`src/sv/dmbc_pkg.sv`:
```
// ----------------------------------------------------------------------------
// dmbc_pkg
// Shared types and constants for the direct-mapped block cache store.
// ----------------------------------------------------------------------------
package dmbc_pkg;

  localparam int unsigned BLOCK_BYTES      = 64;
  localparam int unsigned CACHE_LINES      = 256;
  localparam int unsigned STORE_BLOCKS_DEF = 4096;

  localparam int unsigned WORD_BYTES      = 8;
  localparam int unsigned WORDS_PER_BLOCK = BLOCK_BYTES / WORD_BYTES;
  localparam int unsigned WSEL_W          = $clog2(WORDS_PER_BLOCK);
  localparam int unsigned BOFF_W          = $clog2(BLOCK_BYTES);
  localparam int unsigned BSEL_W          = $clog2(WORD_BYTES);
  localparam int unsigned LINE_W          = $clog2(CACHE_LINES);
  localparam int unsigned UIDX_W          = 18;
  localparam int unsigned BADDR_W         = UIDX_W + 3;

  // every byte of an untouched unit holds a newline
  localparam logic [63:0] FILL_WORD = {WORD_BYTES{8'h0A}};

  localparam logic [1:0] USIZE_RESET = 2'd2;

  localparam logic REQ_SET = 1'b0;
  localparam logic REQ_GET = 1'b1;

  typedef enum logic [1:0] {
    ST_OK    = 2'd0,
    ST_UNSET = 2'd1,
    ST_RANGE = 2'd2
  } status_t;

  typedef struct packed {
    logic              req_type;
    logic [UIDX_W-1:0] unit_index;
    logic [63:0]       write_value;
  } req_t;

  typedef struct packed {
    status_t     status;
    logic [63:0] read_value;
    logic        was_hit;
    logic        did_writeback;
  } rsp_t;

  typedef enum logic [2:0] {
    S_CLEAR,
    S_IDLE,
    S_LOOKUP,
    S_WB,
    S_FILL,
    S_REREAD,
    S_ACCESS,
    S_RESP
  } state_t;

endpackage

```
`src/sv/dmbc_unit_merge.sv`:
```
// ----------------------------------------------------------------------------
// dmbc_unit_merge
// Places a unit into a 64-bit line word and pulls a unit out of it.
// ----------------------------------------------------------------------------
module dmbc_unit_merge import dmbc_pkg::*; (
  input  logic [1:0]        unit_size_log2,
  input  logic [BSEL_W-1:0] byte_off,
  input  logic [63:0]       old_word,
  input  logic [63:0]       write_value,
  output logic [63:0]       new_word,
  output logic [63:0]       unit_value,
  output logic              unset
);

  logic [63:0] unit_mask;
  logic [63:0] word_mask;
  logic [5:0]  bit_sh;

  always_comb begin
    unique case (unit_size_log2)
      2'd0:    unit_mask = 64'h0000_0000_0000_00FF;
      2'd1:    unit_mask = 64'h0000_0000_0000_FFFF;
      2'd2:    unit_mask = 64'h0000_0000_FFFF_FFFF;
      default: unit_mask = 64'hFFFF_FFFF_FFFF_FFFF;
    endcase
  end

  // units are aligned, so one never straddles two words
  assign bit_sh     = {byte_off, 3'b000};
  assign word_mask  = unit_mask << bit_sh;
  assign new_word   = (old_word & ~word_mask) | ((write_value << bit_sh) & word_mask);
  assign unit_value = (old_word >> bit_sh) & unit_mask;
  assign unset      = (unit_value == (FILL_WORD & unit_mask));

endmodule

```
`config.mk`:
```
export PLATFORM = sky130hd
export DESIGN_NAME = dmbc_unit_merge
export DESIGN_NICKNAME = d
export VERILOG_FILES = /design/src/sv/dmbc_pkg.sv /design/src/sv/dmbc_unit_merge.sv
export SDC_FILE = /design/constraint.sdc
export NUM_CORES = 1
export LEC_CHECK = 0
export ABC_AREA = 1
export BUFFER_PORTS_ARGS = -buffer_cell sky130_fd_sc_hd__buf_2
export CORE_UTILIZATION = 40
export DETAILED_ROUTE_END_ITERATION = 8
export PLACE_DENSITY = 0.74
export SYNTH_ARGS = -nofsm -noshare
export SYNTH_HDL_FRONTEND = slang
export SYNTH_SLANG_ARGS = --single-unit
```
`constraint.sdc`:
```
create_clock -name vclk -period 3.45
set_input_delay 0 -clock vclk [all_inputs]
set_output_delay 0 -clock vclk [all_outputs]
set_load 0.02 [all_outputs]
```
; ---- Word level (Yosys, flattened, before mapping)
; Cells that the tools add are included.
[word_totals]
word_cells = 13
reg_bits = 0
input_bits = 133
[classes]
shift = 3
reduce_logical = 1
muxes = 1
n_eq_ne = 3
bitwise_logic = 5
[op_table]
columns = cell, n
row1 = AND 64 bit, 3
row2 = case mux 64 bit (3 select lines), 1
row3 = left shift 64 x 6 -> 64 bit, 2
row4 = equality test 64 x 60 -> 1 bit, 1
row5 = inverter 64 bit, 1
row6 = OR 64 bit, 1
row7 = >> shifter 64 x 6 -> 64 bit, 1
row8 = equality test 2 x 1 -> 1 bit (second input constant), 1
row9 = equality test 2 bit (second input constant), 1
row10 = zero test 2 bit, 1

; ---- Longest topological paths before layout
[depth]
ltp_word = 6
mapped_depth = 14
ltp_nobuf = 13

; ---- Worst setup path after synthesis
; Ideal clock, no wire load.
[synth_timing]
path_kind = input -> output
from = input port byte_off[2]
to = output port new_word[37]
slack_ns = 1.983
path_buffers = 2
arrival_time_ns = 1.467
t_required_ns = 3.450
cell_stages = 10
cell_sequence = buf_4 > inv_4 > nor2_8 > inv_2 > nor2_2 > inv_1 > nand2_1 > inv_1 > buf_2 > o21ai_0
[synth_between]
elab_chain_len = 4
elab_cells_between_ends = 6
[synth_lines]
columns = element, line_no
row1 = "start, declared", dmbc_unit_merge.sv:7  ; input logic [BSEL_W-1:0] byte_off,
row2 = left shift 64 x 6 -> 64 bit, dmbc_unit_merge.sv:30  ; assign word_mask = unit_mask << bit_sh;
row3 = inverter 64 bit, dmbc_unit_merge.sv:31  ; assign new_word = (old_word & ~word_mask) | ((write_value << bit_sh) & word_mask);
row4 = AND 64 bit, dmbc_unit_merge.sv:31
row5 = OR 64 bit (*), dmbc_unit_merge.sv:31
row6 = "end, declared", dmbc_unit_merge.sv:10  ; output logic [63:0] new_word,
; Every way passes the cells marked *; elsewhere a longest branch is shown, timed or not.

; ---- Worst setup path in the final report
; Ends and elaborated chain as after synthesis.

==> run metrics <==
initial antenna violation count 0; routability cong. 1.022; per-cell routed wire length between 15 and 20 um; total gr overflow 0; DR vias/cell approximately 5.7; number of max-cap violations 0; Synth Net Count approximately 1100; RSZ-0062 raised after global routing no; largest cells by area after synthesis nand2_1, nand3_1, o21ai_0; worst-path maximum fanout 25; P_leak roughly 0.0035 uW; drt total wl ~24000 um; worst setup path end new_word[37]; Syn Inst Count between 900 and 1000; DP HPWL approximately 19000 um; Setup TNS 0 ns; first-pass GRT wire length roughly 35000 um; Min Clock Period, post-route about 2.6 ns; DRC viols 0; Reg area 0 um^2; vias in the first global route approximately 6700; Worst Path Class, Setup primary input to primary output; Worst EP required between 3 and 4 ns; Power Density 182.5 mW/mm^2; number of synthesis warnings 0; seq_cells 0; leading area contributor after synthesis nand2_1; area grow syn2layout 27.74%; post-CTS setup buffers 0; crit end category primary output; CP max stage cell nor2_8; crit share post-route around three quarters; Mean Syn Cell Area around 4.5 um^2; Site Rows 38; area fraction of the dominant cell type after synthesis between 30% and 40%; core area between 0.01 and 0.015 mm^2; Arrival @ worst endpoint 2.62 ns; worst hold path type primary input to primary output; final slew viol count 0; Crit. Startpoint byte_off[2]; top-count cell post-synth nand2_1; Final setup viols 0; gr usage total about 39%; post-synth design cell area ~0.0045 mm^2; CP Launch Type primary input; status complete, no violations; Max VDD drop 0.1468 mV; total die area 0.01157 mm^2; WHS roughly 0.36 ns; Fmax about 380 MHz; port buffer count ~260; Commonest cells post-synth nand2_1, nand3_1, inv_1; Die W about 110 um; First-pass DRT Iterations 6; crit-path cells buf_2 > inv_4 > nor2_8 > inv_2 > nor2_2 > inv_1 > nand2_1 > inv_1 > o21ai_0 > buf_2; Antenna Cells 0; share of post-route cells with drive strength above 1 25.13%; Final nets between 1000 and 1500; Layout fillers ~1300; largest net degree at the start of global routing between 50 and 60; sequential fraction of the synthesis area 0%; Post-CTS Hold Buffers 0; post-synth cell types 33; worst-margin pin slew 0.9467 ns; Slew headroom approximately 37%; DIE HEIGHT about 110 um; Via Count around 7600; first-iteration detailed-routing DRC count roughly 840; initial core utilization 41.11%; clock buf count 0; post_cts resized 0; Routed Antenna Nets 0; max incr delay on CP about 0.42 ns; final hold violation count 0; I/O pin count approximately 260
==> worst min path at each step <==
| stage | start | end | slack, ns | depth (start not counted) |
|---|---|---|---|---|
| 3_3_place_gp | old_word[6] | new_word[6] | 0.34 | 4 |
| 2_1_floorplan | old_word[60] | unit_value[60] | 0.16 | 2 |
| 3_5_place_dp | old_word[6] | new_word[6] | 0.35 | 4 |
| 4_1_cts | old_word[2] | new_word[2] | 0.36 | 4 |
| 5_1_grt | old_word[23] | new_word[23] | 0.39 | 4 |
| 6_report | old_word[2] | new_word[2] | 0.36 | 4 |
==> per-stage QoR <==
stage / worst slack (ns) / std cells / total power [uW] / area (um^2) / utilization (%)
after floorplan: 1.983 / 980 / 646.3 / 4457 / -
after global placement: 0.9833 / 1330 / 1013 / 5693 / 52.52
after detailed placement: 1.001 / 1330 / 1010 / 5693 / 52.52
after CTS: 1.002 / 1330 / 1014 / 5693 / 52.52
after global routing: 0.7450 / 1330 / 1115 / 5693 / 52.52
final: 0.8301 / 1330 / 1039 / 5693 / 52.52
==> power breakdown <==
group / internal, uW / switching [uW] / total [uW]
combinational: 320 / 719 / 1040
sequential: 0 / 0 / 0
clock: 0 / 0 / 0
total: 320 / 719 / 1040
==> routing by layer <==
metal / track usage [%] / routed length (um)
met5: 0 / 0
met4: 17.91 / 1227
met3: 3.511 / 2521
met2: 66.80 / 10940
met1: 49.35 / 8958
==> logic make-up after synthesis <==
kind of cell	after synthesis	share of synthesized area, %
buf+inv	160	15.92
compound gates	161	21.06
mux	20	4.688
simple gates	639	58.34
==> worst max-delay path, delay by kind of cell <==
| kind | cells | cell delay (ns) |
|---|---|---|
| AOI/OAI and AO/OA | 1 | 0.36 |
| buffers and inverters | 6 | 1.37 |
| and+or+nand+nor | 3 | 0.87 |
==> layout make-up <==
cell class                      instances  area (um^2)  share of cell area [%]
Timing Repair Buffer                  271         1394                   24.48
Tap cell                              140        175.2                   3.077
Multi-Input combinational cell        820         3747                   65.82
Inverter                               99        376.6                   6.615
==> cell usage in the layout (no fill, tap or decap), drive strengths merged <==
cell	netlist	final
o2111ai	6	6
o221ai	6	6
a21oi	28	28
nand4	4	4
nor2	77	77
nand2	447	447
nor3	1	1
o22ai	9	9
mux2	7	7
o211ai	5	5
o21ai	94	94
nand3	110	110
inv	95	95
o221a	6	6
mux2i	13	13
a31oi	3	3
a221oi	1	1
buf	50	271
a22oi	3	3
clkinv	4	4
Note: power is estimated with default switching activity, not from simulation.
